==> src/lru_tile_cache_core_defines.svh <==
// Assertion macros used by the tile cache RTL.
`ifndef LRU_TILE_CACHE_CORE_DEFINES_SVH
`define LRU_TILE_CACHE_CORE_DEFINES_SVH
`ifndef SYNTHESIS
`define LTC_ASSERT(lbl, prop, msg) \
  lbl: assert property (@(posedge clk) disable iff (!rst_n) prop) else $error(msg);
`define LTC_NEVER(lbl, cond, msg) \
  lbl: assert property (@(posedge clk) disable iff (!rst_n) !(cond)) else $error(msg);
`else
`define LTC_ASSERT(lbl, prop, msg)
`define LTC_NEVER(lbl, cond, msg)
`endif
`endif

==> src/ltc_pkg.sv <==
// Constants and types shared by the tile cache modules.
package ltc_pkg;

  localparam int ENTRIES     = 16;
  localparam int COORD_BITS  = 16;
  localparam int IDX_W       = (ENTRIES > 1) ? $clog2(ENTRIES) : 1;
  localparam int AGE_W       = IDX_W;
  localparam int CNT_W       = $clog2(ENTRIES + 1);
  localparam int TILE_W      = 16;
  localparam int SLOT_W      = 4;
  localparam int IN_TDATA_W  = 2 * TILE_W;
  localparam int OUT_FIELD_W = 1 + SLOT_W + 1 + 2 * TILE_W;
  localparam int OUT_TDATA_W = ((OUT_FIELD_W + 7) / 8) * 8;
  localparam int OUT_PAD_W   = OUT_TDATA_W - OUT_FIELD_W;

  localparam logic [AGE_W-1:0] AGE_OLDEST = AGE_W'(ENTRIES - 1);
  localparam logic [CNT_W-1:0] CNT_FULL   = CNT_W'(ENTRIES);

  typedef logic [COORD_BITS-1:0] coord_t;

  typedef struct packed {
    logic             hit;
    logic [IDX_W-1:0] idx;
  } lookup_t;

  typedef struct packed {
    logic             hit;
    logic             evict;
    logic             write;
    logic [IDX_W-1:0] slot;
  } decision_t;

endpackage

==> src/ltc_tag_store.sv <==
// Coordinate storage with parallel tag compare and victim readout.
module ltc_tag_store
  import ltc_pkg::*;
(
  input  logic                  clk,
  input  logic                  go,
  input  coord_t                col,
  input  coord_t                row,
  input  logic [ENTRIES-1:0]    filled,
  input  decision_t             dec,
  output lookup_t               lookup,
  output coord_t                victim_col,
  output coord_t                victim_row
);

  coord_t             col_r [ENTRIES];
  coord_t             row_r [ENTRIES];
  logic [ENTRIES-1:0] match;
  logic [IDX_W-1:0]   first_idx;

  always_comb begin
    for (int i = 0; i < ENTRIES; i++) begin
      match[i] = filled[i] && (col_r[i] == col) && (row_r[i] == row);
    end
  end

  always_comb begin
    first_idx = '0;
    for (int i = ENTRIES - 1; i >= 0; i--) begin
      if (match[i]) begin
        first_idx = IDX_W'(i);
      end
    end
  end

  assign lookup.hit = |match;
  assign lookup.idx = first_idx;

  assign victim_col = col_r[dec.slot];
  assign victim_row = row_r[dec.slot];

  always_ff @(posedge clk) begin
    if (go && dec.write) begin
      col_r[dec.slot] <= col;
      row_r[dec.slot] <= row;
    end
  end

endmodule

==> src/ltc_age_ctrl.sv <==
// Recency ranks, fill count and the hit, fill or evict decision.
`include "lru_tile_cache_core_defines.svh"
module ltc_age_ctrl
  import ltc_pkg::*;
(
  input  logic               clk,
  input  logic               rst_n,
  input  logic               go,
  input  lookup_t            lookup,
  output logic [ENTRIES-1:0] filled,
  output decision_t          dec
);

  logic [AGE_W-1:0]   age_r   [ENTRIES];
  logic [AGE_W-1:0]   age_nxt [ENTRIES];
  logic [CNT_W-1:0]   count_r;
  logic [CNT_W-1:0]   count_nxt;
  logic [ENTRIES-1:0] oldest;
  logic [IDX_W-1:0]   victim_idx;
  logic [AGE_W-1:0]   hit_age;
  logic               full;

  assign full = (count_r == CNT_FULL);

  always_comb begin
    for (int i = 0; i < ENTRIES; i++) begin
      filled[i] = CNT_W'(i) < count_r;
      oldest[i] = age_r[i] == AGE_OLDEST;
    end
  end

  always_comb begin
    victim_idx = '0;
    for (int i = ENTRIES - 1; i >= 0; i--) begin
      if (oldest[i]) begin
        victim_idx = IDX_W'(i);
      end
    end
  end

  always_comb begin
    dec.hit   = lookup.hit;
    dec.evict = 1'b0;
    dec.write = 1'b0;
    dec.slot  = lookup.idx;
    if (!lookup.hit) begin
      dec.write = 1'b1;
      if (full) begin
        dec.evict = 1'b1;
        dec.slot  = victim_idx;
      end else begin
        dec.slot = count_r[IDX_W-1:0];
      end
    end
  end

  assign hit_age = age_r[lookup.idx];

  // On a hit only entries younger than the hit entry age; on a miss all other filled ones do.
  always_comb begin
    for (int i = 0; i < ENTRIES; i++) begin
      age_nxt[i] = age_r[i];
      if (go) begin
        if (IDX_W'(i) == dec.slot) begin
          age_nxt[i] = '0;
        end else if (filled[i] && (!dec.hit || (age_r[i] < hit_age))) begin
          age_nxt[i] = age_r[i] + 1'b1;
        end
      end
    end
  end

  always_comb begin
    count_nxt = count_r;
    if (go && !dec.hit && !full) begin
      count_nxt = count_r + 1'b1;
    end
  end

  always_ff @(posedge clk) begin
    if (!rst_n) begin
      count_r <= '0;
      for (int i = 0; i < ENTRIES; i++) begin
        age_r[i] <= '0;
      end
    end else begin
      count_r <= count_nxt;
      for (int i = 0; i < ENTRIES; i++) begin
        age_r[i] <= age_nxt[i];
      end
    end
  end

  `LTC_ASSERT(a_full_one_oldest, full |-> $onehot(oldest), "full cache lacks a unique oldest entry")
  `LTC_NEVER(a_count_range, count_r > CNT_FULL, "fill count beyond capacity")
  `LTC_ASSERT(a_slot_newest, go |=> (age_r[$past(dec.slot)] == '0), "used slot not made newest")
  `LTC_ASSERT(a_fill_count, (go && !dec.hit && !full) |=> (count_r == $past(count_r) + 1'b1), "fill count did not advance")
  `LTC_NEVER(a_hit_unfilled, lookup.hit && !filled[lookup.idx], "hit on an unfilled slot")

endmodule

==> src/lru_tile_cache_core.sv <==
// Top level of the tile cache tag and replacement controller.
//
//   Channel   Direction   Payload (lowest bit first)
//   in_*      input       tile_col, tile_row
//   out_*     output      hit, slot, evicted, victim_col, victim_row
//
// One request is taken per cycle while the output is not stalled; its result passes through a
// stage register and then a result register before it is presented.
// The tag compare, the recency update and the entry write all happen in the cycle
// between those two registers, so the next request sees the updated state.
// Reset clears the fill count, the recency ranks and both valid flags.
// A stalled output holds the stage register, and the input is stalled only once both are full.
module lru_tile_cache_core
  import ltc_pkg::*;
(
  input  logic                   clk,
  input  logic                   rst_n,
  input  logic                   in_tvalid,
  output logic                   in_tready,
  input  logic [IN_TDATA_W-1:0]  in_tdata,   // tile_col, tile_row
  output logic                   out_tvalid,
  input  logic                   out_tready,
  output logic [OUT_TDATA_W-1:0] out_tdata   // hit, slot, evicted, victim_col, victim_row, pad
);

  logic                   stage_valid_r;
  coord_t                 stage_col_r;
  coord_t                 stage_row_r;
  logic                   out_valid_r;
  logic [OUT_TDATA_W-1:0] out_data_r;
  logic [OUT_TDATA_W-1:0] out_data_nxt;
  logic                   go;
  logic                   in_fire;
  logic [ENTRIES-1:0]     filled;
  lookup_t                lookup;
  decision_t              dec;
  coord_t                 victim_col;
  coord_t                 victim_row;
  logic [TILE_W-1:0]      vcol_field;
  logic [TILE_W-1:0]      vrow_field;

  assign go        = stage_valid_r && (!out_valid_r || out_tready);
  assign in_tready = !stage_valid_r || go;
  assign in_fire   = in_tvalid && in_tready;

  always_ff @(posedge clk) begin
    if (!rst_n) begin
      stage_valid_r <= 1'b0;
      out_valid_r   <= 1'b0;
    end else begin
      if (in_fire) begin
        stage_valid_r <= 1'b1;
      end else if (go) begin
        stage_valid_r <= 1'b0;
      end
      if (go) begin
        out_valid_r <= 1'b1;
      end else if (out_tready) begin
        out_valid_r <= 1'b0;
      end
    end
  end

  always_ff @(posedge clk) begin
    if (in_fire) begin
      stage_col_r <= COORD_BITS'(in_tdata[TILE_W-1:0]);
      stage_row_r <= COORD_BITS'(in_tdata[2*TILE_W-1:TILE_W]);
    end
    if (go) begin
      out_data_r <= out_data_nxt;
    end
  end

  ltc_tag_store u_tag_store (
    .clk        (clk),
    .go         (go),
    .col        (stage_col_r),
    .row        (stage_row_r),
    .filled     (filled),
    .dec        (dec),
    .lookup     (lookup),
    .victim_col (victim_col),
    .victim_row (victim_row)
  );

  ltc_age_ctrl u_age_ctrl (
    .clk    (clk),
    .rst_n  (rst_n),
    .go     (go),
    .lookup (lookup),
    .filled (filled),
    .dec    (dec)
  );

  assign vcol_field = dec.evict ? TILE_W'(victim_col) : '0;
  assign vrow_field = dec.evict ? TILE_W'(victim_row) : '0;

  assign out_data_nxt = {{OUT_PAD_W{1'b0}}, vrow_field, vcol_field, dec.evict,
                         SLOT_W'(dec.slot), dec.hit};

  assign out_tvalid = out_valid_r;
  assign out_tdata  = out_data_r;

endmodule
==> config.mk <==
export PLATFORM = sky130hd
export DESIGN_NAME = lru_tile_cache_core
export DESIGN_NICKNAME = d
export VERILOG_FILES = /design/src/ltc_pkg.sv /design/src/ltc_tag_store.sv /design/src/ltc_age_ctrl.sv /design/src/lru_tile_cache_core.sv
export VERILOG_INCLUDE_DIRS = /design/src /design/src/src
export SDC_FILE = /design/constraint.sdc
export NUM_CORES = 2
export LEC_CHECK = 0
export BUFFER_PORTS_ARGS = -buffer_cell sky130_fd_sc_hd__buf_2
export CAP_MARGIN = 10
export CORE_UTILIZATION = 30
export DETAILED_ROUTE_END_ITERATION = 10
export HOLD_SLACK_MARGIN = 0.03
export PLACE_DENSITY = 0.53
export RECOVER_POWER = 25
export SKIP_CTS_REPAIR_TIMING = 1
export SLEW_MARGIN = 10
export SYNTH_ARGS = -nofsm -noshare
export SYNTH_HDL_FRONTEND = slang
export SYNTH_HIERARCHICAL = 1
export SYNTH_SLANG_ARGS = --single-unit
==> constraint.sdc <==
create_clock -name clk -period 13.4 [get_ports clk]
set_input_delay 1.34 -clock clk [delete_from_list [all_inputs] [get_ports clk]]
set_output_delay 1.34 -clock clk [all_outputs]
set_load 0.05 [all_outputs]
==> results.cfg <==
[placed_design]
numPortBuffers = 75
dp_hpwl_um = 96800
gp_congestion = 0.999

[worst_setup_path]
criticalPathCategory = reg2reg
endpoint_kind = flip-flop
crit_arrival_ns = 9.63
path_max_fanout = 52
cpPeakStageDelay_ns = 1.15
worstPathCellList = clkbuf_1, xnor2_1, nand4_1, nor4_1, nand4_1, or4_1, nand2_1, nor3_1, nand2_1, buf_4, a31oi_1, nand2_1, a21oi_1, o21ai_0, and2_4, buf_4, buf_4, mux4_2, mux4_2, and2_2
cp_num_buf_inv = 4
start_kind = flip-flop
worstPathRequired_ns = 13.81
slowest_stage = xnor2_1
critical_path.top_delay_family = simple AND/OR/NAND/NOR gates

[global_routing]
grt_usage_pct = 23.6
gr-total-overflow = 0
grt_max_degree = 55
antenna_found_initial = 5
grt_pass1_vias = 22056
grt_pass1_wl_um = 187000

[cells_and_area]
drive_above_1_share_pct = 19.8
final_util_pct = 34.6
final_nets = 2541
fillers = 10621
area_delta_synth_final_pct = 13.5
antenna_cells = 0

[logic_synthesis]
async_flop_share_pct = 0
muxShareOfSynthArea_pct = 12.4
yosys_warnings = 6
ys_seq_elements = 653
synth.most_common_cell = edfxtp_1
synth_top_area_cell = edfxtp_1
synth_area_leaders = edfxtp_1, mux4_2, xnor2_1
synth_cell_types = 78
synth-simple-area-share_pct = 8.74
netlist_instances = 2355
syn_area_um2 = 33900
ys_seq_area_share_pct = 55.7
synth_xor_area_share_pct = 13.3
synth_top_flop_cell = edfxtp_1
synth-compound-area-share_pct = 4.59
synthAdderAreaFrac_pct = 2.44
synth_edf_count = 582
synth_top_family_by_area = XOR/XNOR gates
avgSynthCellArea_um2 = 14.4
yosysTopAreaCellShare_pct = 51.6
synth_common_cells = edfxtp_1, xnor2_1, mux4_2

[sta]
fmax_ghz = 0.108
rsz0062_at_grt = false
relSlewSlack_pct = -22.7
fin_hold_ws_ns = 0.530
post-route-period-util_pct = 68.8
finalHoldViolCount = 0
finClkSkew_ns = 0.0553
setup_viol = 0
setup_tns_ns = 0
tightest_slew_ns = 1.84
slew_violations = 693
period_minus_slack_ns = 9.22

[routing]
drt-vias-per-instance = 5.65
drt_iter0_markers = 3092
postRouteAntennaNets = 0
drtPass1Iterations = 6
wl_um = 137000
via_count = 22533
drc = 0
wl_per_cell_um = 34.3

[outcome]
violations = capacitance limit, slew limit
run_status = finished with violations

[clock_tree]
cts_sinks = 653
clockRootBuffer = clkbuf_16
insertion_delay_ns = 0.67
cts_inserted_buffers = 78
h-tree-depth = 3
clk_path_buf_depth = 3
cts_tree = done
path_clk_slew_ns = 0.06

[power_and_ir_drop]
irDropWorstVdd_mv = 0.0793
finalPower_mw = 4.68
p_leak_nw = 11.8
power.density_nw_per_um2 = 122

[floorplan]
num_io_pins = 78
core_um2 = 111000
die_x_um = 338
rows = 122
dieArea_um2 = 114000
initial_core_util_pct = 30.5
die_h_um = 338

[job]
cap_violations = 21

[hold_path]
hp-class = reg2reg
==> worst min-delay path: cells and delay by family, from the launching register on <==
| kind | cells | cell delay, ns |
|---|---|---|
| AOI/OAI and AO/OA | 1 | 0.05 |
| DFF | 1 | 0.34 |
| and+or+nand+nor | 1 | 0.09 |
==> routing by layer <==
metal  routed length (um)  track usage, %
met1                55600            31.4
met2                63200            37.0
met3                11000            4.48
met4                 7090            10.8
met5                   39               0
==> cell type report <==
class / count / area [um2] / share of cell area, %
inverters: 34 / 135 / 0.351
well taps: 1488 / 1860 / 4.84
multi-input cells: 1523 / 14200 / 37.0
repair buffers: 149 / 852 / 2.21
clock inverters: 47 / 434 / 1.13
clock buffers: 94 / 2040 / 5.31
flip-flops and latches: 653 / 18900 / 49.1
==> flip-flops by register name (all words and copies together) (netlist names) <==
register            cells
out_tvalid              1
stage_valid_r           1
u_tag_store/col_r     256
u_tag_store/row_r     256
stage_row_r            16
out_tdata              38
stage_col_r            16
u_age_ctrl/count_r      5
u_age_ctrl/age_r       64
==> cells in the final DEF, fill, tap and decap left out, drive strengths merged, types with 10 or more instances in the layout <==
cell type	n
nor3	25
nand3	64
edfxtp	582
inv	35
o22ai	10
nand3b	14
nor2	64
nand2b	15
xnor2	426
mux2i	15
a21oi	79
nand4	109
o21ai	21
and3	11
or4	13
o2111ai	13
and2	42
nand2	85
nor4	42
clkinv	38
ha	66
a21boi	11
o21a	18
buf	128
or3	12
dfxtp	71
clkbuf	115
xor2	87
mux4	179
==> report_power, final <==
part / switching, mW / internal (mW)
Clock: 0.913 / 1.19
Combinational: 0.236 / 0.0943
Sequential: 0.0110 / 2.23
==> worst paths after layout <==
kind / start / endpoint / slack (ns) / cells after the start
worst min register to register: out_tvalid / stage_valid_r / 0.53 / 2
worst min-delay path: out_tvalid / stage_valid_r / 0.53 / 2
worst max register to register: stage_row_r[7] / out_tdata[28] / 4.18 / 20
worst max-delay path: stage_row_r[7] / out_tdata[28] / 4.18 / 20
==> stage by stage <==
step,area [um2],cells,setup WS [ns]
after CTS,38500,3988,5.17
after global routing,38500,3988,4.06
after detailed placement,36100,3847,5.21
final,38500,3988,4.18
after global placement,36100,3847,5.18
after floorplan,33900,2356,6.28
==> cell families (layout without fill, tap and decap cells) <==
group / after synthesis / in the layout
flops: 653 / 653
simple gates: 521 / 521
xor+xnor: 513 / 513
compound gates: 225 / 225
mux: 196 / 196
buf+inv: 180 / 324
fa+ha+maj: 66 / 66
other cells: 1 / 2
(Power assumes the default switching activity.)
